`src/hw/rtl/fdnr_pkg.sv`:
```
// ----------------------------------------------------------------------------
// fdnr_pkg: shared types and constants of the feedback delay network reverb
// Holds the controller-to-datapath command set, the status and configuration
// structures, and the saturation helper.
// ----------------------------------------------------------------------------
package fdnr_pkg;

    localparam int SW      = 24;          // sample width, Q1.23
    localparam int COEF_W  = 16;          // Q0.16 coefficient field
    localparam int CFG_W   = 64;          // one packed register
    localparam int LINE_W  = 2;           // line number, up to four lines
    localparam int STG_W   = 1;           // butterfly stage number
    localparam int PROD_W  = 42;          // 18-bit signed coefficient x sample
    localparam int WIDE_W  = 44;          // common width for saturation
    localparam int CNT_W   = 32;

    typedef enum logic [3:0] {
        OP_NONE,
        OP_CLEAR,
        OP_START,
        OP_ADDR,
        OP_LOAD,
        OP_TAP,
        OP_MUL_A,
        OP_MUL_B,
        OP_DAMP,
        OP_MUL_G,
        OP_GAIN,
        OP_BFLY,
        OP_PUSH,
        OP_OUT
    } dp_op_t;

    typedef struct packed {
        dp_op_t              op;
        logic [LINE_W-1:0]   line;
        logic [STG_W-1:0]    stage;
    } dp_cmd_t;

    typedef struct packed {
        logic clear_last;
    } dp_status_t;

    typedef struct packed {
        logic [CFG_W-1:0] damping_coefs;
        logic [CFG_W-1:0] line_gains;
        logic [CFG_W-1:0] delay_lengths;
    } cfg_t;

    typedef struct packed {
        logic                 hit;
        logic signed [SW-1:0] val;
    } sat_t;

    // Clip a wide signed value to the sample range and flag the clip.
    function automatic sat_t sat_sample(input logic signed [WIDE_W-1:0] v);
        sat_t r;
        logic signed [WIDE_W-1:0] smax;
        logic signed [WIDE_W-1:0] smin;
        smax = WIDE_W'((64'sd1 <<< (SW - 1)) - 64'sd1);
        smin = -smax - WIDE_W'(1);
        if (v > smax) begin
            r.hit = 1'b1;
            r.val = smax[SW-1:0];
        end else if (v < smin) begin
            r.hit = 1'b1;
            r.val = smin[SW-1:0];
        end else begin
            r.hit = 1'b0;
            r.val = v[SW-1:0];
        end
        return r;
    endfunction

endpackage

```
`src/hw/rtl/fdnr_controller.sv`:
```
// ----------------------------------------------------------------------------
// fdnr_controller: sequencer of the reverb datapath
// Clears the delay store after reset, then steps each item through its phases.
// ----------------------------------------------------------------------------
module fdnr_controller #(
    parameter int LINES = 4
) (
    input  logic                  aclk,
    input  logic                  aresetn,
    input  logic                  s_tvalid,
    output logic                  s_tready,
    output logic                  m_tvalid,
    input  logic                  m_tready,
    output fdnr_pkg::dp_cmd_t     cmd,
    input  fdnr_pkg::dp_status_t  status
);
    import fdnr_pkg::*;

    localparam int NSTAGE = $clog2(LINES);

    typedef enum logic [3:0] {
        ST_CLEAR, ST_IDLE, ST_ADDR, ST_LOAD, ST_TAP, ST_MA, ST_MB,
        ST_DAMP, ST_MG, ST_GAIN, ST_BFLY, ST_PUSH, ST_FIN
    } state_t;

    state_t              state_reg;
    logic [LINE_W-1:0]   line_reg;
    logic [STG_W-1:0]    stage_reg;
    logic                out_valid_reg;
    logic                line_last;
    logic                stage_last;
    logic                out_free;

    assign line_last  = (line_reg == LINE_W'(LINES - 1));
    assign stage_last = (stage_reg == STG_W'(NSTAGE - 1));
    assign out_free   = !out_valid_reg || m_tready;

    always_comb begin
        cmd.line  = line_reg;
        cmd.stage = stage_reg;
        case (state_reg)
            ST_CLEAR: cmd.op = OP_CLEAR;
            ST_IDLE:  cmd.op = s_tvalid ? OP_START : OP_NONE;
            ST_ADDR:  cmd.op = OP_ADDR;
            ST_LOAD:  cmd.op = OP_LOAD;
            ST_TAP:   cmd.op = OP_TAP;
            ST_MA:    cmd.op = OP_MUL_A;
            ST_MB:    cmd.op = OP_MUL_B;
            ST_DAMP:  cmd.op = OP_DAMP;
            ST_MG:    cmd.op = OP_MUL_G;
            ST_GAIN:  cmd.op = OP_GAIN;
            ST_BFLY:  cmd.op = OP_BFLY;
            ST_PUSH:  cmd.op = OP_PUSH;
            ST_FIN:   cmd.op = out_free ? OP_OUT : OP_NONE;
            default:  cmd.op = OP_NONE;
        endcase
    end

    always_ff @(posedge aclk) begin
        if (!aresetn) begin
            state_reg     <= ST_CLEAR;
            line_reg      <= '0;
            stage_reg     <= '0;
            out_valid_reg <= 1'b0;
        end else begin
            if (state_reg == ST_FIN && out_free) begin
                out_valid_reg <= 1'b1;
            end else if (m_tready) begin
                out_valid_reg <= 1'b0;
            end
            case (state_reg)
                ST_CLEAR: begin
                    if (status.clear_last) begin
                        state_reg <= ST_IDLE;
                    end
                end
                ST_IDLE: begin
                    line_reg <= '0;
                    if (s_tvalid) begin
                        state_reg <= ST_ADDR;
                    end
                end
                ST_ADDR: state_reg <= ST_LOAD;
                ST_LOAD: begin
                    if (line_last) begin
                        line_reg  <= '0;
                        state_reg <= ST_TAP;
                    end else begin
                        line_reg  <= line_reg + 1'b1;
                        state_reg <= ST_ADDR;
                    end
                end
                ST_TAP:  state_reg <= ST_MA;
                ST_MA:   state_reg <= ST_MB;
                ST_MB:   state_reg <= ST_DAMP;
                ST_DAMP: state_reg <= ST_MG;
                ST_MG:   state_reg <= ST_GAIN;
                ST_GAIN: begin
                    if (line_last) begin
                        line_reg  <= '0;
                        stage_reg <= '0;
                        state_reg <= ST_BFLY;
                    end else begin
                        line_reg  <= line_reg + 1'b1;
                        state_reg <= ST_MA;
                    end
                end
                ST_BFLY: begin
                    if (stage_last) begin
                        state_reg <= ST_PUSH;
                    end else begin
                        stage_reg <= stage_reg + 1'b1;
                    end
                end
                ST_PUSH: begin
                    if (line_last) begin
                        state_reg <= ST_FIN;
                    end else begin
                        line_reg <= line_reg + 1'b1;
                    end
                end
                ST_FIN: begin
                    if (out_free) begin
                        state_reg <= ST_IDLE;
                    end
                end
                default: state_reg <= ST_IDLE;
            endcase
        end
    end

    assign s_tready = (state_reg == ST_IDLE);
    assign m_tvalid = out_valid_reg;

endmodule

```
`config.mk`:
```
export PLATFORM = sky130hd
export DESIGN_NAME = fdnr_controller
export DESIGN_NICKNAME = d
export VERILOG_FILES = /design/src/hw/rtl/fdnr_pkg.sv /design/src/hw/rtl/fdnr_controller.sv
export SDC_FILE = /design/constraint.sdc
export NUM_CORES = 1
export LEC_CHECK = 0
export BUFFER_PORTS_ARGS = -buffer_cell sky130_fd_sc_hd__buf_2
export CAP_MARGIN = 20
export CORE_ASPECT_RATIO = 0.9
export CORE_MARGIN = 3
export CORE_UTILIZATION = 35
export DETAILED_ROUTE_END_ITERATION = 10
export SYNTH_ARGS = -nofsm -noshare
export SYNTH_HDL_FRONTEND = slang
export SYNTH_SLANG_ARGS = --single-unit
```
`constraint.sdc`:
```
create_clock -name aclk -period 1.5 [get_ports aclk]
set_input_delay 0.3 -clock aclk [delete_from_list [all_inputs] [get_ports aclk]]
set_output_delay 0.3 -clock aclk [all_outputs]
set_load 0.1 [all_outputs]
```
==> results of run 1 <==
Yosys cell counts:
library cell   n  area share (%)
buf_6          1             1.7
nand4bb_1      1             1.7
nor2_1         3             1.7
buf_2          1            0.77
and2_1         2             1.9
a21oi_1       11             8.5
o22ai_1        2             1.9
nand2b_1       4             3.9
buf_4          2             2.3
ha_1           1             1.9
a21boi_0       2             2.3
o21a_1         2             2.3
clkinv_1       1            0.58
nor4_1         2             1.9
inv_1          4             2.3
nand2_1        6             3.5
a31o_2         1             1.3
nand3b_1       2             2.3
o21ai_0        6             4.6
o21ba_1        1             1.5
a211o_1        1             1.3
or2_2          1            0.96
dfxtp_1        8              25
o31ai_1        2             2.3
nand3_1        3             2.3
a31oi_1        1            0.96
mux2i_1        1             1.5
o32a_1         1             1.5
or4_1          1             1.2
o21bai_1       1             1.2
clkbuf_1       4             2.3
o2111ai_1      1             1.3
nor4b_1        1             1.3
nor4bb_1       1             1.5
o2bb2ai_1      1             1.3
o32ai_1        2             2.7
nor3_1         3             2.3
area by class of cell:
cell class                 count  area [um2]  share of cell area [%]
multi-input combinational     67         604                    49.1
timing repair buffer          38         359                    29.2
sequential                     8         184                    15.0
tap                           24        30.0                    2.44
clock buffer                   4        26.3                    2.14
inverter                       5        26.3                    2.14
power groups by stage:
| stage | logic [W] | registers, W | clock network, W |
|---|---|---|---|
| 2_1_floorplan | 0.000735 | 0.000303 | 0 |
| 3_3_place_gp | 0.00112 | 0.000296 | 0 |
| 3_5_place_dp | 0.00113 | 0.000297 | 0 |
| 4_1_cts | 0.00127 | 0.000299 | 0.000192 |
| 5_1_grt | 0.00138 | 0.000310 | 0.000204 |
| 6_report | 0.00133 | 0.000305 | 0.000192 |
logic make-up after synthesis:
family / count (synthesis) / synth area share (%)
adders and majority gates: 1 / 1.93
AOI/OAI and AO/OA: 35 / 35.3
muxes: 1 / 1.54
buffers and inverters: 13 / 10.0
and+or+nand+nor: 30 / 26.6
DFF: 8 / 24.7
worst max-delay path: cells and delay by family (launching register included):
kind,cells,cell delay (ns)
compound gates,3,0.36
buf+inv,3,0.38
flops,1,0.32
layer usage:
metal,vias to the layer above,GRT usage (%),wire (um)
li1,394,-,-
met1,405,22.7,937
met2,28,39.6,1190
met3,2,6.03,114
met4,0,4.71,8
met5,-,0,0
stage by stage:
step | cells | total power (W) | hold WS (ns)
2_1_floorplan | 88 | 0.00104 | 0.438
5_1_grt | 146 | 0.00189 | 0.317
4_1_cts | 146 | 0.00176 | 0.289
3_5_place_dp | 136 | 0.00142 | 0.498
3_3_place_gp | 136 | 0.00141 | 0.492
6_report | 146 | 0.00182 | 0.288
final timing paths:
| check | cells past startpoint | endpoint | slack [ns] | startpoint |
|---|---|---|---|---|
| worst max-delay path | 6 | cmd[5] | -0.13 | state_reg[1] |
| worst max register to register | 5 | state_reg[0] | -0.11 | state_reg[3] |
| worst min-delay path | 3 | stage_last | 0.29 | aresetn |
| worst min register to register | 2 | line_reg[0] | 0.50 | line_reg[0] |
timing repair:
action / 4_1_cts / 5_1_grt
hold buffers: 0 / 0
buffers inserted: 7 / 0
pin swaps: 8 / 5
gates resized for setup: 24 / 7
endpoints found under the setup margin: 8 / 9
==> impl_results.md, run 1 <==
- DP Area: 1010 um2
- Slowest stage delay, CP: 0.32 ns
- Post-Layout Inst Area: 1230 um2
- Die Span X: 51.4 um
- Critical Path Fanout Max: 6
- DP HPWL: 1460 um
- Post-synthesis register bit count: 8
- CTS clk-pin slew, worst paths: 0.06 ns
- Sequential share of power: 16.7%
- Clock power share: 10.5%
- WP data arrival: 1.33 ns
- Antenna Violating Nets Remaining: 0
- Routability cong.: 0.822
- Max reg flops: 4
- Status: finished with violations
- Final nets: 129
- P_leak: 0.449 nW
- Commonest non-fill, non-tap cells in the layout: buf_4 (19), a21oi_1 (11), buf_2 (8)
- DR DRC count: 0
- H-tree depth: 1
- DR WL/cell: 15.4 um
- CTS tree: done
- Max Freq: 614 MHz
- Core Box Area: 1720 um2
- Routed WL: 2250 um
- Later-pin clock latency in the skew report: 0.27 ns
- Final TNS setup: -0.608 ns
- Netlist cell types: 37
- Layout cell share with drive strength beyond 1: 59.0%
- Slowest stage cell, crit path: dfxtp_2
- # rows: 14
- CTS Buffer Depth: 2
- Vias/cell: 5.68
- Power density cells: 1480 nW/um2
- Yosys warning count: 0
- Largest net degree at the start of global routing: 11
- Fill count: 147
- Final Critical Period: 1.63 ns
- Sequential share of the synthesized area: 24.7%
- Initial antenna violation count: 0
- Comb power frac: 72.8%
- Fin. Hold Viols: 0
- NetSw: 0.000894 W
- DR vias: 829
- Fin crit share: 109%
- Port-buffer cells: 13
- Final setup violation count: 7
- Max_slew headroom: 67.9%
- Die H: 46.9 um
- Pint: 0.000929 W
- CP endpoint kind: primary output
- Slew Limit Fails: 0
- Cell area after synthesis: 649 um2
- Worst min-delay path category: input pin to flip-flop
- First-pass GRT wire length: 3620 um
- Number of detailed-route iterations in the first pass: 4
- Synthesized Nets: 94
- Grt total ovfl: 0
- Die Area: 2410 um2
- Commonest non-fill, non-tap cell in the layout: buf_4
- Total track usage: 20.6%
- Number of global-route vias before repair: 796
- Setup Crit Path Kind: flip-flop to primary output
- Startpoint types: flip-flop
- IO Pins: 14
- Number of diodes: 0
- Failing checks: setup timing
- 1st-iter DRT viols: 36
- CP required: 1.20 ns
- Pre-CTS setup slack: -0.0523 ns
- Layout Skew: 0.00697 ns
- Syn_area_per_cell: 7.38 um2
- TritonCTS Buffers: 3
- Worst-path cell chain: buf_6 -> inv_8 -> a21boi_2 -> o22ai_2 -> o2bb2ai_4 -> buf_12
- Clock Sinks: 8
- Clk root buf: clkbuf_4
- Max-cap violations: 0
- Final WS setup: -0.128 ns
- RSZ-0062 raised after global routing: true
- Area growth, synth to finish: 89.4%
- Peak VDD IR: 1.24 mV
- Slew @ Worst Pin: 0.485 ns
- Syn Inst Count: 88
- Sw frac: 49.0%
- Initial Utilization: 37.8%
- Fin util: 71.6%
No activity file was read; power rests on OpenSTA's default activity.
==> run 2, diff against run 1 <==
--- a/config.mk
+++ b/config.mk
@@ -11,6 +11,7 @@
 export CORE_MARGIN = 3
 export CORE_UTILIZATION = 35
 export DETAILED_ROUTE_END_ITERATION = 10
+export REMOVE_ABC_BUFFERS = 1
 export SYNTH_ARGS = -nofsm -noshare
 export SYNTH_HDL_FRONTEND = slang
 export SYNTH_SLANG_ARGS = --single-unit
==> run 2 against run 1 <==
Against the previous run:
- the run still ends with setup timing left
- flip-flop and latch count unchanged
- highest routed layer unchanged
- die area unchanged
- critical path type unchanged
- largest power group unchanged
- worst setup slack worse by 0.043 ns
==> impl_results.md, run 2 (same netlist as run 1, synthesis figures left out) <==
- Met2 Use GR: 42.1% (+2.5 points)
- Max reg flops: 4 (unchanged)
- DR DRC count: 0 (unchanged)
- Slowest stage delay, CP: 0.34 ns (+0.02 ns)
- WP data arrival: 1.37 ns (+0.04 ns)
- Commonest non-fill, non-tap cells in the layout: buf_4 (32), buf_6 (10), a21oi_1 (8)
- Initial Utilization: 37.8% (unchanged)
- CTS clk-pin slew, worst paths: 0.06 ns (about the same)
- H-tree depth: 1 (unchanged)
- CTS Buffer Depth: 2 (unchanged)
- Grt total ovfl: 0 (unchanged)
- Later-pin clock latency in the skew report: 0.27 ns (about the same)
- Status: finished with violations
- Routed WL: 2740 um (+22%)
- Max Freq: 598 MHz (-2.5%)
- Most used routing layer: met2
- Final Critical Period: 1.67 ns (+0.0426 ns)
- RSZ-0062 raised after global routing: true
- Vias/cell: 5.64 (-0.74%)
- # rows: 14 (unchanged)
- Final WS setup: -0.171 ns (-0.0426 ns)
- Layout cell share with drive strength beyond 1: 65.2% (+6.2 points)
- Slew Limit Fails: 0 (unchanged)
- Slew @ Worst Pin: 0.484 ns (-0.000591 ns)
- Fin crit share: 111% (+2.8 points)
- Final nets: 146 (+13%)
- Slowest stage cell, crit path: dfxtp_2
- Largest net degree at the start of global routing: 10 (-1)
- Post-CTS Hold Fix Bufs: 0 (unchanged)
- Die Span X: 51.4 um (unchanged)
- CP top delay family: buffers and inverters
- First-pass GRT wire length: 4110 um (+13%)
- Core Box Area: 1720 um2 (unchanged)
- P_leak: 0.531 nW (+18%)
- Worst-path cell chain: buf_12 -> nand2b_4 -> buf_6 -> nor3_2 -> buf_4 -> buf_12
- Clk root buf: clkbuf_4
- Number of detailed-route iterations in the first pass: 4 (unchanged)
- Commonest non-fill, non-tap cell in the layout: buf_4
- 1st-iter DRT viols: 22 (-39%)
- Die H: 46.9 um (unchanged)
- Global Route met3 Usage: 6.03% (unchanged)
- Fin util: 77.0% (+5.3 points)
- Fill count: 131 (-11%)
- Worst Reg-to-Reg Cells: 5 (unchanged)
- CP endpoint kind: primary output
- Startpoint types: flip-flop
- Total track usage: 23.2% (+2.6 points)
- IO Pins: 14 (unchanged)
- Fin. Hold Viols: 0 (unchanged)
- CP required: 1.20 ns (about the same)
- Most frequent CP cell: buf_12
- Failing checks: setup timing
- Setup Crit Path Kind: flip-flop to primary output
- CTS tree: done
- Hold Path Depth: 3 (unchanged)
- Routability cong.: 0.871 (+5.9%)
- TritonCTS Buffers: 3 (unchanged)
- Area growth, synth to finish: 103%
- CP bufs+invs: 4 (+1)
- DR WL/cell: 16.9 um (+9.6%)
- Layout Skew: 0.00111 ns (-0.00586 ns)
- Max_slew headroom: 67.9% (about the same)
- Port-buffer cells: 13 (unchanged)
- Number of global-route vias before repair: 890 (+12%)
- Final setup violation count: 7 (unchanged)
- Antenna Violating Nets Remaining: 0 (unchanged)
- Grt met1 use: 26.2% (+3.6 points)
- DP HPWL: 1500 um (+2.6%)
- Clock Sinks: 8 (unchanged)
- Peak VDD IR: 1.41 mV (+13%)
- Max-cap violations: 0 (unchanged)
- Initial antenna violation count: 0 (unchanged)
- Number of diodes: 0 (unchanged)
- Critical Path Fanout Max: 6 (unchanged)
- Critical Path Stages: 6 (unchanged)
- Die Area: 2410 um2 (unchanged)
- Worst min-delay path category: input pin to flip-flop
- Power density cells: 1490 nW/um2 (+0.53%)
- Final TNS setup: -0.753 ns (-0.146 ns)
- DR vias: 913 (+10%)
==> run 2: cell count changes in the layout (fill, tap and decap cells not counted), sizes merged <==
cell | before | now
buf | 38 | 54
inv | 5 | 4
clkinv | 0 | 1
==> run 2: stage by stage <==
step / cell area, um2 / worst slack [ns] / hold slack (ns) / total power, W / std cells
final: 1320 / -0.171 / 0.281 / 0.00197 / 162
after global routing: 1320 / -0.243 / 0.349 / 0.00207 / 162
after CTS: 1230 / -0.157 / 0.280 / 0.00181 / 159
after detailed placement: 981 / -0.159 / 0.489 / 0.00139 / 145
after global placement: 981 / -0.139 / 0.494 / 0.00138 / 145
after floorplan: 603 / -1.61 / 0.438 / 0.000885 / 80
==> run 2: worst reg2reg max path: cells and delay by family, from the launching register on <==
kind            cells  cell delay (ns)
buf+inv             1             0.13
compound gates      2             0.34
flops               1             0.37
simple gates        2             0.67
==> run 2: power by group <==
part           total, W  switching (W)  internal (W)
sequential     0.000318      0.0000617      0.000256
combinational   0.00147       0.000783      0.000686
clock          0.000182      0.0000891     0.0000927
==> run 2: what timing repair did <==
item	in CTS	in global routing
gates resized for setup	42	13
setup buffers	12	4
pin swaps	11	9
endpoints found under the setup margin	9	10
==> run 2: cell type report <==
type / count / area, um2 / share of cell area, %
Tap cell: 24 / 30.0 / 2.27
Inverter: 5 / 23.8 / 1.80
Multi-Input combinational cell: 67 / 576 / 43.6
Timing Repair Buffer: 55 / 495 / 37.5
Clock buffer: 3 / 22.5 / 1.70
Sequential cell: 8 / 174 / 13.2
==> run 2: final timing paths <==
check | endpoint | slack [ns] | start
worst max-delay path | s_tready | -0.17 | state_reg[2]
worst min-delay path | stage_last | 0.28 | aresetn
worst max register to register | state_reg[0] | -0.08 | state_reg[3]
worst min register to register | stage_last | 0.55 | stage_last
==> run 2: routing by layer <==
layer	vias up	wire length [um]
li1	429	-
met4	0	38
met3	7	113
met2	27	1490
met5	-	0
met1	450	1100
